### src/rtl/srp_pkg.sv
// Package with shared types and constants of the skyline rectangle packer.
package srp_pkg;
  localparam int unsigned MaxPointsDefault = 64;
  localparam logic [15:0] AtlasWidthReset  = 16'd1024;
  localparam logic [15:0] AtlasHeightReset = 16'd1024;

  typedef enum logic [1:0] {
    StatOk   = 2'd0,
    StatNoFit = 2'd1,
    StatFull = 2'd2
  } status_e;

  typedef enum logic {
    CmdInsert = 1'b0,
    CmdClear  = 1'b1
  } command_e;

  typedef enum logic {
    RegAtlasWidth  = 1'b0,
    RegAtlasHeight = 1'b1
  } reg_idx_e;

  typedef enum logic [1:0] {
    CellHold     = 2'd0,
    CellTakePrev = 2'd1,
    CellTakeNext = 2'd2,
    CellLoad     = 2'd3
  } cell_op_e;

  typedef struct packed {
    logic [15:0] x;
    logic [15:0] h;
  } point_t;
endpackage

### src/rtl/srp_cell.sv
// One skyline cell: holds a point and shifts it toward either neighbor.
module srp_cell (
  input  logic              clk_i,
  input  logic              rst_ni,
  input  srp_pkg::cell_op_e op_i,
  input  srp_pkg::point_t   prev_i,
  input  srp_pkg::point_t   next_i,
  input  srp_pkg::point_t   load_i,
  output srp_pkg::point_t   pt_o
);
  import srp_pkg::*;
  // The cell holds, takes its left or right neighbor, or loads a new point.
  point_t pt_q;
  always_ff @(posedge clk_i or negedge rst_ni) begin
    if (!rst_ni) begin
      pt_q <= '0;
    end else begin
      unique case (op_i)
        CellHold:     pt_q <= pt_q;
        CellTakePrev: pt_q <= prev_i;
        CellTakeNext: pt_q <= next_i;
        CellLoad:     pt_q <= load_i;
      endcase
    end
  end
  assign pt_o = pt_q;
endmodule

### config.mk
export PLATFORM = sky130hd
export DESIGN_NAME = srp_cell
export DESIGN_NICKNAME = d
export VERILOG_FILES = /design/src/rtl/srp_pkg.sv /design/src/rtl/srp_cell.sv
export SDC_FILE = /design/constraint.sdc
export NUM_CORES = 1
export LEC_CHECK = 0
export BUFFER_PORTS_ARGS = -buffer_cell sky130_fd_sc_hd__buf_2
export CORE_UTILIZATION = 35
export CTS_BUF_LIST = sky130_fd_sc_hd__clkbuf_16
export CTS_CLUSTER_DIAMETER = 40
export CTS_CLUSTER_SIZE = 40
export DETAILED_ROUTE_END_ITERATION = 8
export PLACE_DENSITY = 0.73
export SLEW_MARGIN = 20
export SYNTH_ARGS = -nofsm -noshare
export SYNTH_HDL_FRONTEND = slang
export SYNTH_SLANG_ARGS = --single-unit
### constraint.sdc
create_clock -name clk_i -period 1.59 [get_ports clk_i]
set_input_delay 0 -clock clk_i [delete_from_list [all_inputs] [get_ports clk_i]]
set_output_delay 0 -clock clk_i [all_outputs]
set_load 0.02 [all_outputs]
---- Word-level counts from Yosys, hierarchy flattened ----
Index checks and enable logic that the tools add are counted.
storage, ports and cells
  register bits ........................... 32
  output and inout bits ................... 32
  input bits .............................. 100
cells by class
  equality and inequality tests ........... 3
  reductions and logical operators ........ 1
  mux-type cells .......................... 1
operator list
  operator                                                                number
  32-bit one-hot mux with 3 select lines                                  1
  2-bit equality test (second input constant)                             2
  2-bit by 1-bit equality test with 1-bit output (second input constant)  1
  2-bit zero test                                                         1

---- Longest topological paths before layout ----
Gate-level depths: netlist of run 1.
  word-level depth ........................ 2
  mapped depth ............................ 3
  depth with buffers taken out ............ 1

---- Worst setup path before layout of run 1 ----
OpenSTA, ideal clock, no wires.
  path kind ............................... flip-flop to flip-flop
  from .................................... register, netlist name pt_o[27]
  to ...................................... register pt_q, in the netlist pt_o[27]
  arrival time ............................ 918 ps
  stages on the path, launching flop included .. 2
  setup slack ............................. 532 ps
  path through ............................ dfrtp_1 mux4_1
RTL lines
  element                 line            RTL
  end signal: assignment  srp_cell.sv:19  CellHold: pt_q <= pt_q;
  end signal: assignment  srp_cell.sv:20  CellTakePrev: pt_q <= prev_i;
  end signal: assignment  srp_cell.sv:21  CellTakeNext: pt_q <= next_i;
  end: declaration        srp_cell.sv:13  point_t pt_q;

==> metrics.cfg, run 1 <==
[global_routing]
grt_overflow = 0
grt_max_degree = 33
grt_use_met2_pct = 31.5
grt_pass1_wl_um = 6600
antenna_found_initial = 0
track_usage_pct = 17.7
grt-busiest-layer = met2
grt_util_met3_pct = 6.64
met1_usage_pct = 19.3
first_global_vias = 1499

[pwr]
power_frac_seq_pct = 39.9
vdd.ir_drop.worst_mv = 0.368
p_sw_share_pct = 25.8
p_int_mw = 1.79
comb_power_share_pct = 24.4
power.net_switching_mw = 0.622
p_clk_share_pct = 35.7
total_leakage_power_nw = 1.21
fin_total_pwr_mw = 2.41
power.density_nw_per_um2 = 982

[synth]
synthMuxAreaShare_pct = 45.1
post_synth_instance_area_um2 = 1620
synth_top_family_by_area = multiplexers
syn-num-nets = 171
syn_inst = 71
synth_warnings = 0
synth-xor-area-share_pct = 0
synth-simple-area-share_pct = 0
synth_compound_area_share_pct = 0
syn_area_per_cell_um2 = 22.8
synth-seq-cells = 32
synthAdderAreaFrac_pct = 0
ys_types = 6
seq_area_frac_synth_pct = 49.6

[sta]
tns_ns = 0
hold_violations = 0
rsz0062_at_grt = false
finalMaxSlewViolations = 0
skew_ns = 0
slew_headroom_pct = 51.9
tightest_slew_ns = 0.722
setup_viol = 0
timing.fmax_mhz = 978
fin_crit_ns = 1.02
finalCritPeriodShare_pct = 64.3

[floorplan]
start_util_pct = 36.8
num_rows = 24
ios = 132
core_area_um2 = 4380
die_y_um = 69.9
dieArea_um2 = 4890
die_w_um = 69.9

[detailed_routing]
vias = 1315
wire_per_inst_um = 15.6
ant_nets = 0
viasPerCell = 5.08
drc_errors = 0
drt_pass1_iterations = 3
routed_wl_um = 4040
initialDrtViolationCount = 43

[setup_path]
cp.depth = 1
startpoint = pt_o[31]
crit_arrival_ns = 1.16
endpoint = pt_o[31]
crit_chain = mux4_1
path_buf_inv = 0
r2r-end = pt_o[31]
r2r_start = pt_o[31]
crit_family = multiplexers
worst_path_max_delay_cell = mux4_1
crit_type = flip-flop to flip-flop
r2r_slack_ns = 0.57
slowest_delay_ns = 0.50
r2r_cells = 1
path_max_fanout = 2
endpoint_kind = flip-flop
worstPathRequired_ns = 1.72
critPathLaunchType = flip-flop

[run_status]
status = complete, no violations

[clocking]
h-tree-depth = 2
cts_tree = done
root_buffer = clkbuf_16
cts_buffer_depth = 2
cts_made_buffers = 5
clock_sinks = 32
clock_latency_ns = 0.27
cts_setup_buffers = 0
path_clk_slew_ns = 0.05
ctsHoldBuffers = 1
cts-resized-gates = 0

[layout]
final_common_cell = buf_2
synthToLayoutAreaGrowth_pct = 52.1
largest_reg_flops = 32
drive_gt1_share_pct = 81.6
final_nets = 306
layout_common_cells = buf_2, dfrtp_1, mux4_2, clkbuf_16, buf_12
antennaDiodeCount = 0
final_util_pct = 56.0

[hold_path]
hp-class = input port to flip-flop
whs_path_depth = 2

[placed_design]
port_buffers = 131
gp_congestion = 0.728
dp_hpwl_um = 3280

[job]
maxCapViolCount = 0

==> metal layers <==
layer / up-vias / wire length (µm)
li1: 578 / -
met1: 653 / 1430
met2: 78 / 2230
met3: 6 / 333
met4: 0 / 55
met5: - / 0
==> logic make-up (layout without fill, tap and decap cells) <==
logic type             after synthesis  after routing
buffers and inverters                7            143
DFF                                 32             32
muxes                               32             32
==> cell usage after synthesis <==
cell      n  area [µm²]
dfrtp_1  32         801
mux4_2   30         676
buf_12    3        60.1
buf_2     3        15.0
mux4_1    2        52.6
buf_6     1        11.3
==> through the flow <==
stage	cell area, µm²	cells	hold WS (ns)	setup WS [ns]
global placement	2310	250	0.0840	0.564
finish	2460	259	0.0322	0.568
detailed placement	2310	250	0.0957	0.516
CTS	2460	259	0.0280	0.565
global route	2460	259	0.0376	0.525
floorplan	1620	71	-0.296	0.532
==> power groups by stage <==
stage	Clock (mW)	Combinational [mW]	Sequential, mW
after global routing	0.923	0.628	0.973
after CTS	0.888	0.597	0.963
after floorplan	0	0.217	1.09
after global placement	0	0.579	0.971
final	0.861	0.589	0.961
after detailed placement	0	0.597	0.972
==> area by class of cell <==
type / instances / area (µm²)
Timing Repair Buffer: 135 / 726
Sequential cell: 32 / 801
Tap cell: 52 / 65.1
Clock buffer: 5 / 125
Multi-Input combinational cell: 32 / 728
Fill cell: 373 / 1930
Clock inverter: 3 / 11.3
==> how the worst min path moves through the flow <==
stage                from  endpoint  slack (ns)
3_3_place_gp       rst_ni  pt_o[10]        0.08
3_5_place_dp       rst_ni   pt_o[2]         0.1
2_1_floorplan      rst_ni   pt_o[0]       -0.30
5_1_grt         next_i[0]   pt_o[0]        0.04
4_1_cts        load_i[27]  pt_o[27]        0.03
6_report       load_i[27]  pt_o[27]        0.03
(Power assumes the default switching activity.)
==> run 2, diff against run 1 <==
--- a/config.mk
+++ b/config.mk
@@ -11,7 +11,7 @@
 export CTS_CLUSTER_DIAMETER = 40
 export CTS_CLUSTER_SIZE = 40
 export DETAILED_ROUTE_END_ITERATION = 8
-export PLACE_DENSITY = 0.73
+export PLACE_DENSITY = 0.76
 export SLEW_MARGIN = 20
 export SYNTH_ARGS = -nofsm -noshare
 export SYNTH_HDL_FRONTEND = slang
==> constraint.sdc (replaced) <==
create_clock -name clk_i -period 0.9 [get_ports clk_i]
set_input_delay 0 -clock clk_i [delete_from_list [all_inputs] [get_ports clk_i]]
set_output_delay 0 -clock clk_i [all_outputs]
set_load 0.02 [all_outputs]
==> run 2 against run 1 <==
Against the previous run: the flow now finishes with violations (negative setup slack); combinational power up 97%; critical path type unchanged; hold slack better by 0.014 ns; highest routed layer unchanged; first-iteration DRC count up 7.0%; clock-buffer cell count unchanged; sequential power up 81%; clock skew unchanged; via count up 1.8%; setup slack worse by 0.66 ns; critical path depth unchanged; die area unchanged.
==> metrics.cfg, run 2 (synthesis gave the netlist of run 1 again) <==
[detailed_routing]
drc_errors = 0
viasPerCell = 5.09
initialDrtViolationCount = 46
ant_nets = 0
routed_wl_um = 4210
wire_per_inst_um = 16.0
drt_pass1_iterations = 4
vias = 1339

[placed_design]
port_buffers = 131
detailedPlace.worstSlack_ns = -0.117
dp_hpwl_um = 3430
gp_congestion = 0.724

[floorplan]
die_y_um = 69.9
dieArea_um2 = 4890
die_w_um = 69.9
ios = 132
start_util_pct = 36.8
core_area_um2 = 4380
num_rows = 24

[hold_path]
hp-class = input port to flip-flop
whs_path_depth = 2
hp-start = next_i[31]

[pwr]
power.density_nw_per_um2 = 1680
vdd.ir_drop.worst_mv = 0.963
total_leakage_power_nw = 1.21

[setup_path]
r2r_start = pt_o[17]
r2r_cells = 1
crit_arrival_ns = 1.12
cp.depth = 1
crit_chain = mux4_2
path_buf_inv = 0
endpoint_kind = flip-flop
crit_type = flip-flop to flip-flop
worstPathRequired_ns = 1.03
slowest_delay_ns = 0.46
path_max_fanout = 2
worst_path_max_delay_cell = mux4_2
crit_family = multiplexers
startpoint = pt_o[17]
critPathLaunchType = flip-flop

[layout]
nFillCells = 348
antennaDiodeCount = 0
multi_input_area_um2 = 721
synthToLayoutAreaGrowth_pct = 61.3
layout_common_cells = buf_2, mux4_2, dfrtp_2, buf_6
final_common_cell = buf_2
final_util_pct = 59.4
drive_gt1_share_pct = 99.5
regArea_um2 = 841
largest_reg_flops = 32
final_nets = 313

[global_routing]
first_global_vias = 1454
grt_max_degree = 33
grt_pass1_wl_um = 6910
grt_overflow = 0
antenna_found_initial = 0
track_usage_pct = 19.0

[sta]
timing.fmax_mhz = 1010
slew_headroom_pct = 88.0
finalMaxSlewViolations = 0
finalCritPeriodShare_pct = 110
rsz0062_at_grt = true
hold_violations = 0
setup_viol = 35
skew_ns = 0
fin_crit_ns = 0.994
setup_ws_ns = -0.0935
tightest_slew_ns = 0.180

[clocking]
cts_made_buffers = 5
root_buffer = clkbuf_16
h-tree-depth = 2
clock_sinks = 32
cts_tree = done
path_clk_slew_ns = 0.05
clock_latency_ns = 0.26
cts_buffer_depth = 2

[run_status]
status = finished, violations left
violations = negative setup slack

[job]
maxCapViolCount = 0

## run 2: changes by cell type in the layout (fill, tap and decap cells not counted), sizes merged
cell | before | now
inv | 2 | 0
buf | 134 | 141
clkinv | 1 | 0
## run 2: worst paths after layout
kind,slack (ns),to
worst max-delay path,-0.09,pt_o[17]
worst min-delay path,0.05,pt_o[31]
worst max register to register,-0.09,pt_o[17]
worst min register to register,0.59,pt_o[1]
max in group asynchronous,0.48,pt_o[0]
min in group asynchronous,0.23,pt_o[31]
## run 2: area by class of cell
cell class                      instances  area share (%)
Timing Repair Buffer                  142            32.8
Sequential cell                        32            32.3
Multi-Input combinational cell         32            27.7
Clock buffer                            5            4.80
Tap cell                               52            2.50
## run 2: timing repair
action	in CTS	in global routing
hold buffers	1	0
endpoints found under the hold margin	32	0
setup buffers	1	1
endpoints found under the setup margin	35	36
gates resized for setup	9	6
## run 2: per-stage QoR
step	hold WS (ns)	total power, mW	std cells	setup TNS [ns]	instance area [µm²]
final	0.0458	4.37	263	-2.36	2610
after global routing	0.0454	4.60	263	-3.16	2610
after CTS	0.0408	4.41	262	-2.49	2580
after detailed placement	-0.0309	2.85	255	-2.84	2400
after global placement	-0.0348	2.81	255	-2.13	2400
after floorplan	-0.296	2.35	71	-3.61	1650
## run 2: layer usage
metal	up-vias	wire length, µm	track usage (%)
li1	590	-	-
met1	666	1530	22.0
met2	81	2280	33.1
met3	2	370	7.07
met4	0	25	4.67
met5	-	0	0
## run 2: where the power goes
| part | total [mW] | switching [mW] | internal (mW) |
|---|---|---|---|
| clock | 1.48 | 0.511 | 0.972 |
| combinational | 1.16 | 0.502 | 0.655 |
| sequential | 1.74 | 0.0931 | 1.64 |
| total | 4.37 | 1.11 | 3.27 |
